===== config.mk =====
export PLATFORM = sky130hd
export DESIGN_NAME = cfgm_div
export DESIGN_NICKNAME = d
export VERILOG_FILES = /design/src/sv/cfgm_pkg.sv /design/src/sv/cfgm_div.sv
export SDC_FILE = /design/constraint.sdc
export NUM_CORES = 2
export LEC_CHECK = 0
export BUFFER_PORTS_ARGS = -buffer_cell sky130_fd_sc_hd__buf_2
export CORE_ASPECT_RATIO = 1.1
export CORE_MARGIN = 10
export CORE_UTILIZATION = 58
export CTS_CLUSTER_DIAMETER = 60
export DETAILED_ROUTE_END_ITERATION = 8
export PLACE_DENSITY = 0.75
export SLEW_MARGIN = 20
export SYNTH_ARGS = -nofsm -noshare
export SYNTH_HDL_FRONTEND = slang
export SYNTH_SLANG_ARGS = --single-unit

===== constraint.sdc =====
create_clock -name clk -period 4.5 [get_ports clk]
set_input_delay 1.35 -clock clk [delete_from_list [all_inputs] [get_ports clk]]
set_output_delay 1.35 -clock clk [all_outputs]
set_load 0.05 [all_outputs]

===== src/sv/cfgm_pkg.sv =====
`timescale 1ns / 1ps
package cfgm_pkg;

	localparam int SAMPLE_W  = 24;
	localparam int BUS_W     = 28;
	localparam int GAIN_W    = 16;
	localparam int GAIN_FRAC = 12;
	localparam int FRAME_W   = 32;
	localparam int DIV_STEPS = GAIN_W;
	localparam int PROD_W    = GAIN_W + FRAME_W;
	localparam int CFG_IDX_W = 3;

	localparam logic [CFG_IDX_W-1:0] REG_CLIP_GAIN       = 3'd0;
	localparam logic [CFG_IDX_W-1:0] REG_TIMELINE_START  = 3'd1;
	localparam logic [CFG_IDX_W-1:0] REG_CLIP_LENGTH     = 3'd2;
	localparam logic [CFG_IDX_W-1:0] REG_SOURCE_OFFSET   = 3'd3;
	localparam logic [CFG_IDX_W-1:0] REG_SOURCE_LENGTH   = 3'd4;
	localparam logic [CFG_IDX_W-1:0] REG_FADE_IN_LENGTH  = 3'd5;
	localparam logic [CFG_IDX_W-1:0] REG_FADE_OUT_LENGTH = 3'd6;

	localparam logic [GAIN_W-1:0] GAIN_RESET = 16'd4096;

	// payload riding alongside the divider stages
	typedef struct packed {
		logic                       stereo;
		logic                       hit;
		logic signed [SAMPLE_W-1:0] src_l;
		logic signed [SAMPLE_W-1:0] src_r;
		logic signed [BUS_W-1:0]    bus_l;
		logic signed [BUS_W-1:0]    bus_r;
		logic                       fo_act;
		logic [FRAME_W-1:0]         rem;
	} side_t;

endpackage


===== src/sv/cfgm_div.sv =====
`timescale 1ns / 1ps
// Pipelined restoring divider, one quotient bit per stage.
// Requires dividend[47:16] < divisor so the quotient fits 16 bits.
module cfgm_div (
	input  logic                              clk,
	input  logic                              arst_n,
	input  logic                              en,
	input  logic                              in_vld,
	input  logic [cfgm_pkg::PROD_W-1:0]       dividend,
	input  logic [cfgm_pkg::FRAME_W-1:0]      divisor,
	input  cfgm_pkg::side_t                   side_in,
	output logic                              out_vld,
	output logic [cfgm_pkg::GAIN_W-1:0]       quotient,
	output cfgm_pkg::side_t                   side_out
);

	localparam int N = cfgm_pkg::DIV_STEPS;
	localparam int W = cfgm_pkg::FRAME_W;

	logic                  vld_s  [0:N-1];
	logic [W-1:0]          rem_s  [0:N-1];
	logic [N-1:0]          lo_s   [0:N-1];
	logic [W-1:0]          dvs_s  [0:N-1];
	cfgm_pkg::side_t       side_s [0:N-1];

	wire                   vld_p  [0:N-1];
	wire [W-1:0]           rem_p  [0:N-1];
	wire [N-1:0]           lo_p   [0:N-1];
	wire [W-1:0]           dvs_p  [0:N-1];
	wire cfgm_pkg::side_t  side_p [0:N-1];

	genvar i;
	generate
		for (i = 0; i < N; i++) begin : g_stage
			logic [W:0] shifted;
			logic [W:0] diff;
			logic       qbit;

			if (i == 0) begin : g_first
				assign vld_p[i]  = in_vld;
				assign rem_p[i]  = dividend[cfgm_pkg::PROD_W-1:N];
				assign lo_p[i]   = dividend[N-1:0];
				assign dvs_p[i]  = divisor;
				assign side_p[i] = side_in;
			end else begin : g_rest
				assign vld_p[i]  = vld_s[i-1];
				assign rem_p[i]  = rem_s[i-1];
				assign lo_p[i]   = lo_s[i-1];
				assign dvs_p[i]  = dvs_s[i-1];
				assign side_p[i] = side_s[i-1];
			end

			always_comb begin
				shifted = {rem_p[i], lo_p[i][N-1]};
				diff    = shifted - {1'b0, dvs_p[i]};
				qbit    = (shifted >= {1'b0, dvs_p[i]});
			end

			always_ff @(posedge clk or negedge arst_n) begin
				if (!arst_n) begin
					vld_s[i] <= 1'b0;
				end else if (en) begin
					vld_s[i] <= vld_p[i];
				end
			end

			always_ff @(posedge clk) begin
				if (en) begin
					rem_s[i]  <= qbit ? diff[W-1:0] : shifted[W-1:0];
					lo_s[i]   <= {lo_p[i][N-2:0], qbit};
					dvs_s[i]  <= dvs_p[i];
					side_s[i] <= side_p[i];
				end
			end
		end
	endgenerate

	assign out_vld  = vld_s[N-1];
	assign quotient = lo_s[N-1];
	assign side_out = side_s[N-1];

endmodule


; Word-level counts from Yosys, hierarchy flattened
; Memories as Yosys holds them, arrays and structs flattened.
; Index checks and enable logic that the tools add are counted.
[word_totals]
output_inout_bits = 156
wordCells = 70
mem_bits_rw = 3504
mem_count = 4
regBits = 16
[classes]
n_lt_le_gt_ge = 16
muxes = 18
add_sub_neg = 16
[memory_table]
columns = name, words, word_bits, rd, rd_ports_with_merged_regs, write_ports, line_no
row1 = side_s, 16, 139, 16, 0, 16, cfgm_div.sv:24  ; cfgm_pkg::side_t side_s [0:N-1];
row2 = dvs_s, 16, 32, 15, 0, 16, cfgm_div.sv:23  ; logic [W-1:0] dvs_s [0:N-1];
row3 = rem_s, 16, 32, 15, 0, 16, cfgm_div.sv:21  ; logic [W-1:0] rem_s [0:N-1];
row4 = lo_s, 16, 16, 16, 0, 16, cfgm_div.sv:22  ; logic [N-1:0] lo_s [0:N-1];
[ops]
columns = operator, count
row1 = 33-bit by 32-bit >= comparator with 1-bit output, 16
row2 = 32-bit two-way mux, 16
row3 = 32-bit subtractor, 16
row4 = 1-bit two-way mux, 2

; Longest topological paths before layout
[logic_depth]
word_depth = 2
depth_mapped = 16
ltp_nobuf = 13

; Worst setup path after synthesis
; No wires, ideal clock.
[synth_path]
path_type = in2reg
from = input divisor[11] (netlist bit)
to = memory rem_s[0][13] (netlist bit) (data pin)
required_time_ns = 4.238
path_slack_ns = 0.310
cell_stages = 15
n_path_buf = 3
t_arrival_ns = 3.928
path_cell_list = inv_1 ha_1 buf_2 nand3_1 nor3_1 o21ai_0 o21a_1 o2111ai_1 nand2_1 o311ai_2 nor3_1 o21a_1 buf_2 buf_6 mux2_1
[synth_rtl]
columns = element, line_no
row1 = start: declaration, cfgm_div.sv:10  ; input logic [cfgm_pkg::FRAME_W-1:0] divisor,
row2 = end: declaration, cfgm_div.sv:21

==> results.py <==
metrics = {
    "outcome": {
        "status": "finished clean",
    },
    "route": {
        "wirelength_um": 255000,
        "vias_per_cell": 5.51,
        "dr.first_iter.drc_count": 4310,
        "dr_total_vias": 68700,
        "dr.pass1.iters": 7,
        "route.detailed.drc": 0,
        "wl_per_cell_um": 20.5,
        "drtAntennaViolNets": 0,
    },
    "clocking": {
        "cts_tree": "done",
        "hold_buffers": 0,
        "cts_root_buffer": "clkbuf_16",
        "post-cts-setup-buffers": 0,
        "cts-resized-gates": 0,
        "clock_latency_ns": 0.87,
        "cts_buffers": 345,
        "clockBufferDepth": 4,
        "h-tree-depth": 5,
        "clkSinkCount": 3456,
        "clk_pin_slew_ns": 0.06,
    },
    "synth": {
        "synth_seq_cells": 3456,
        "synthTopCellsByCount": "edfxtp_1 (3440), inv_1 (649), ha_1 (512)",
        "synth_nets": 9023,
        "ys.flop_type": "edfxtp_1",
        "yosysTopAreaCell": "edfxtp_1",
        "ys_async_sr_fraction_pct": 0.463,
        "avgSynthCellArea_um2": 16.5,
        "synth_edf_count": 3440,
        "yosysWarnings": 0,
        "yosysMostFrequentCell": "edfxtp_1",
        "ys_seq_area_share_pct": 75.8,
        "postSynthCellCount": 8273,
        "synthTopCellsByArea": "edfxtp_1 (75%), ha_1 (4.7%), mux2_2 (2.3%)",
        "yosys.area.top_type_share_pct": 75.5,
        "yosysUniqueCellTypes": 98,
        "synth.cell_area_um2": 137000,
    },
    "placement": {
        "port_buffers": 378,
        "gp_routability_congestion": 0.956,
        "dp_hpwl_um": 174000,
        "post-place-ws_ns": -0.0792,
        "placed_cells": 11800,
        "postPlaceCellArea_um2": 144000,
    },
    "critical_path": {
        "end_kind": "flop",
        "reg2reg_to": "rem_s[5][6]$_DFFE_PP_",
        "required_ns": 5.06,
        "cp_max_fo": 32,
        "rr_worst_depth": 14,
        "crit_type": "reg -> reg",
        "cpPeakStageDelay_ns": 0.47,
        "path_cells": "inv_1 -> ha_1 -> nor2b_4 -> o31a_1 -> o41ai_1 -> buf_4 -> a21boi_1 -> o21ai_1 -> o41a_1 -> o211ai_2 -> a311oi_2 -> a21boi_4 -> buf_12 -> mux2_4",
        "r2r_start": "dvs_s[2][1]$_DFFE_PP_",
        "startpoint_type": "flop",
        "r2r_slack_ns": 0.28,
        "startpoint": "dvs_s[2][1]$_DFFE_PP_",
        "cpMaxStageDelayCell": "o41ai_1",
        "crit_end": "rem_s[5][6]$_DFFE_PP_",
        "critPathArrivalTime_ns": 4.78,
    },
    "timing": {
        "setup_viol": 0,
        "fmax_ghz": 0.237,
        "finalCriticalPeriod_ns": 4.22,
        "relSlewSlack_pct": 22.8,
        "timing_max_transition_violations_final": 0,
        "post-route-period-util_pct": 93.7,
        "rsz0062_at_grt": "false",
        "worst_slack_ns": 0.283,
        "worstMarginPinSlew_ns": 1.14,
        "hold_viol": 0,
        "hold_slack_ns": 0.374,
        "fin_tns_setup_ns": 0,
        "skew_ns": 0.0619,
    },
    "final_layout": {
        "drive_gt1_share_pct": 15.9,
        "layout.nets": 9829,
        "fin_util_pct": 66.4,
        "layoutNonFillerInstCount": 12500,
        "area_delta_synth_final_pct": 13.6,
        "post-route-cell-area_um2": 155000,
    },
    "min_path": {
        "hold_path.class": "in -> async",
    },
    "power": {
        "internal_power_mw": 69.8,
        "p_leak_nw": 58.9,
        "netSwitchingFraction_pct": 29.5,
        "power.switching_mw": 29.3,
        "power_mw": 99.1,
        "p_clk_share_pct": 28.2,
        "combPwrFrac_pct": 28.2,
        "p_per_area_nw_per_um2": 638,
        "power_frac_seq_pct": 43.6,
        "peakVddDrop_mv": 0.440,
    },
    "die": {
        "initial_core_util_pct": 58.4,
        "die_w_um": 483,
        "dieArea_um2": 256000,
        "core-area_um2": 234000,
        "dieHeight_um": 529,
        "ios": 379,
        "num_rows": 186,
    },
    "global_route": {
        "antenna_found_initial": 3,
        "grt_max_degree": 163,
        "grt_usage_pct": 19.5,
        "grt_pass1_vias": 71500,
        "grt_first_pass_wirelength_um": 396000,
        "grt_remaining_overflow": 0,
    },
    "job": {
        "cap_violations": 0,
    },
}
cell usage in the layout (no fill, tap or decap), types with 44 or more instances in the layout:
| master | netlist | routed |
|---|---|---|
| and3_1 | 47 | 47 |
| a21o_1 | 261 | 261 |
| o21a_1 | 61 | 61 |
| nor2b_1 | 73 | 73 |
| ha_1 | 512 | 512 |
| clkinv_2 | 0 | 71 |
| clkbuf_1 | 92 | 55 |
| a21oi_1 | 491 | 491 |
| a211oi_1 | 48 | 48 |
| inv_1 | 649 | 649 |
| nand2b_1 | 53 | 53 |
| clkinv_1 | 0 | 68 |
| clkbuf_16 | 0 | 349 |
| o21bai_1 | 59 | 58 |
| mux2i_1 | 44 | 44 |
| buf_12 | 0 | 51 |
| edfxtp_1 | 3440 | 3440 |
| xnor2_1 | 253 | 253 |
| nor3_1 | 51 | 51 |
| nand3_1 | 91 | 91 |
| nand4_1 | 83 | 83 |
| a31oi_1 | 47 | 47 |
| buf_2 | 34 | 377 |
| buf_4 | 5 | 173 |
| nand2_1 | 349 | 349 |
| mux2_2 | 283 | 283 |
| o21ai_0 | 329 | 328 |
| nor2_1 | 289 | 289 |
| xor2_1 | 141 | 141 |
cells by family after synthesis:
family	after synthesis	synth area share [%]
DFF	3456	75.8
buffers and inverters	792	2.27
muxes	368	3.08
AOI/OAI and AO/OA	1575	7.36
and+or+nand+nor	1161	4.09
adders and majority gates	527	4.90
xor gates and xnor gates	394	2.52
worst min path at each step:
stage	endpoint	slack [ns]	from
after detailed placement	lo_s[0][105]$_DFFE_PP_	0.40	lo_s[0][88]$_DFFE_PP_
final	vld_p[6]$_DFFE_PN0P_	0.37	arst_n
after global routing	vld_p[6]$_DFFE_PN0P_	0.34	arst_n
after floorplan	lo_s[0][100]$_DFFE_PP_	0.40	lo_s[0][83]$_DFFE_PP_
after CTS	vld_p[6]$_DFFE_PN0P_	0.31	arst_n
after global placement	side_s[9][101]$_DFFE_PP_	0.40	side_s[8][101]$_DFFE_PP_
routing by layer:
layer  routed length (um)  global-route usage [%]  vias to the layer above
li1                     -                       -                    33100
met1                96200                    21.8                    33500
met2               138000                    36.9                     1549
met3                 9890                    3.15                      569
met4                11300                    8.26                        2
met5                   13                       0                        -
registers in the layout, summed over array words and instances, names as in the netlist:
register  count
side_s     2224
lo_s        256
vld_p        15
dvs_s       480
out_vld       1
rem_s       480
worst max-delay path: cells and delay by family (launching register included):
kind	cells	cell delay (ns)
flip-flops	1	0.40
adder cells (fa/ha/maj)	1	0.31
multiplexers	1	0.32
AO/OA/AOI/OAI	8	2.27
buffers and inverters	3	0.46
AND/OR/NAND/NOR	1	0.13
cell type report:
cell class | instances | area [um2]
flip-flops and latches | 3456 | 104000
fillers | 15700 | 78700
multi-input cells | 4025 | 30100
clock buffers | 404 | 8940
repair buffers | 601 | 4210
well taps | 3102 | 3880
inverters | 650 | 2440
clock inverters | 218 | 2150
diodes | 3 | 7.51
power groups by stage:
stage / Clock (mW) / Sequential (mW) / Combinational, mW
4_1_cts: 28.8 / 43.2 / 27.9
5_1_grt: 30.0 / 43.5 / 30.7
3_3_place_gp: 0 / 43.7 / 27.1
2_1_floorplan: 0 / 43.1 / 20.1
3_5_place_dp: 0 / 43.8 / 27.6
6_report: 28.0 / 43.2 / 28.0
Note: power is estimated with default switching activity, not from simulation.
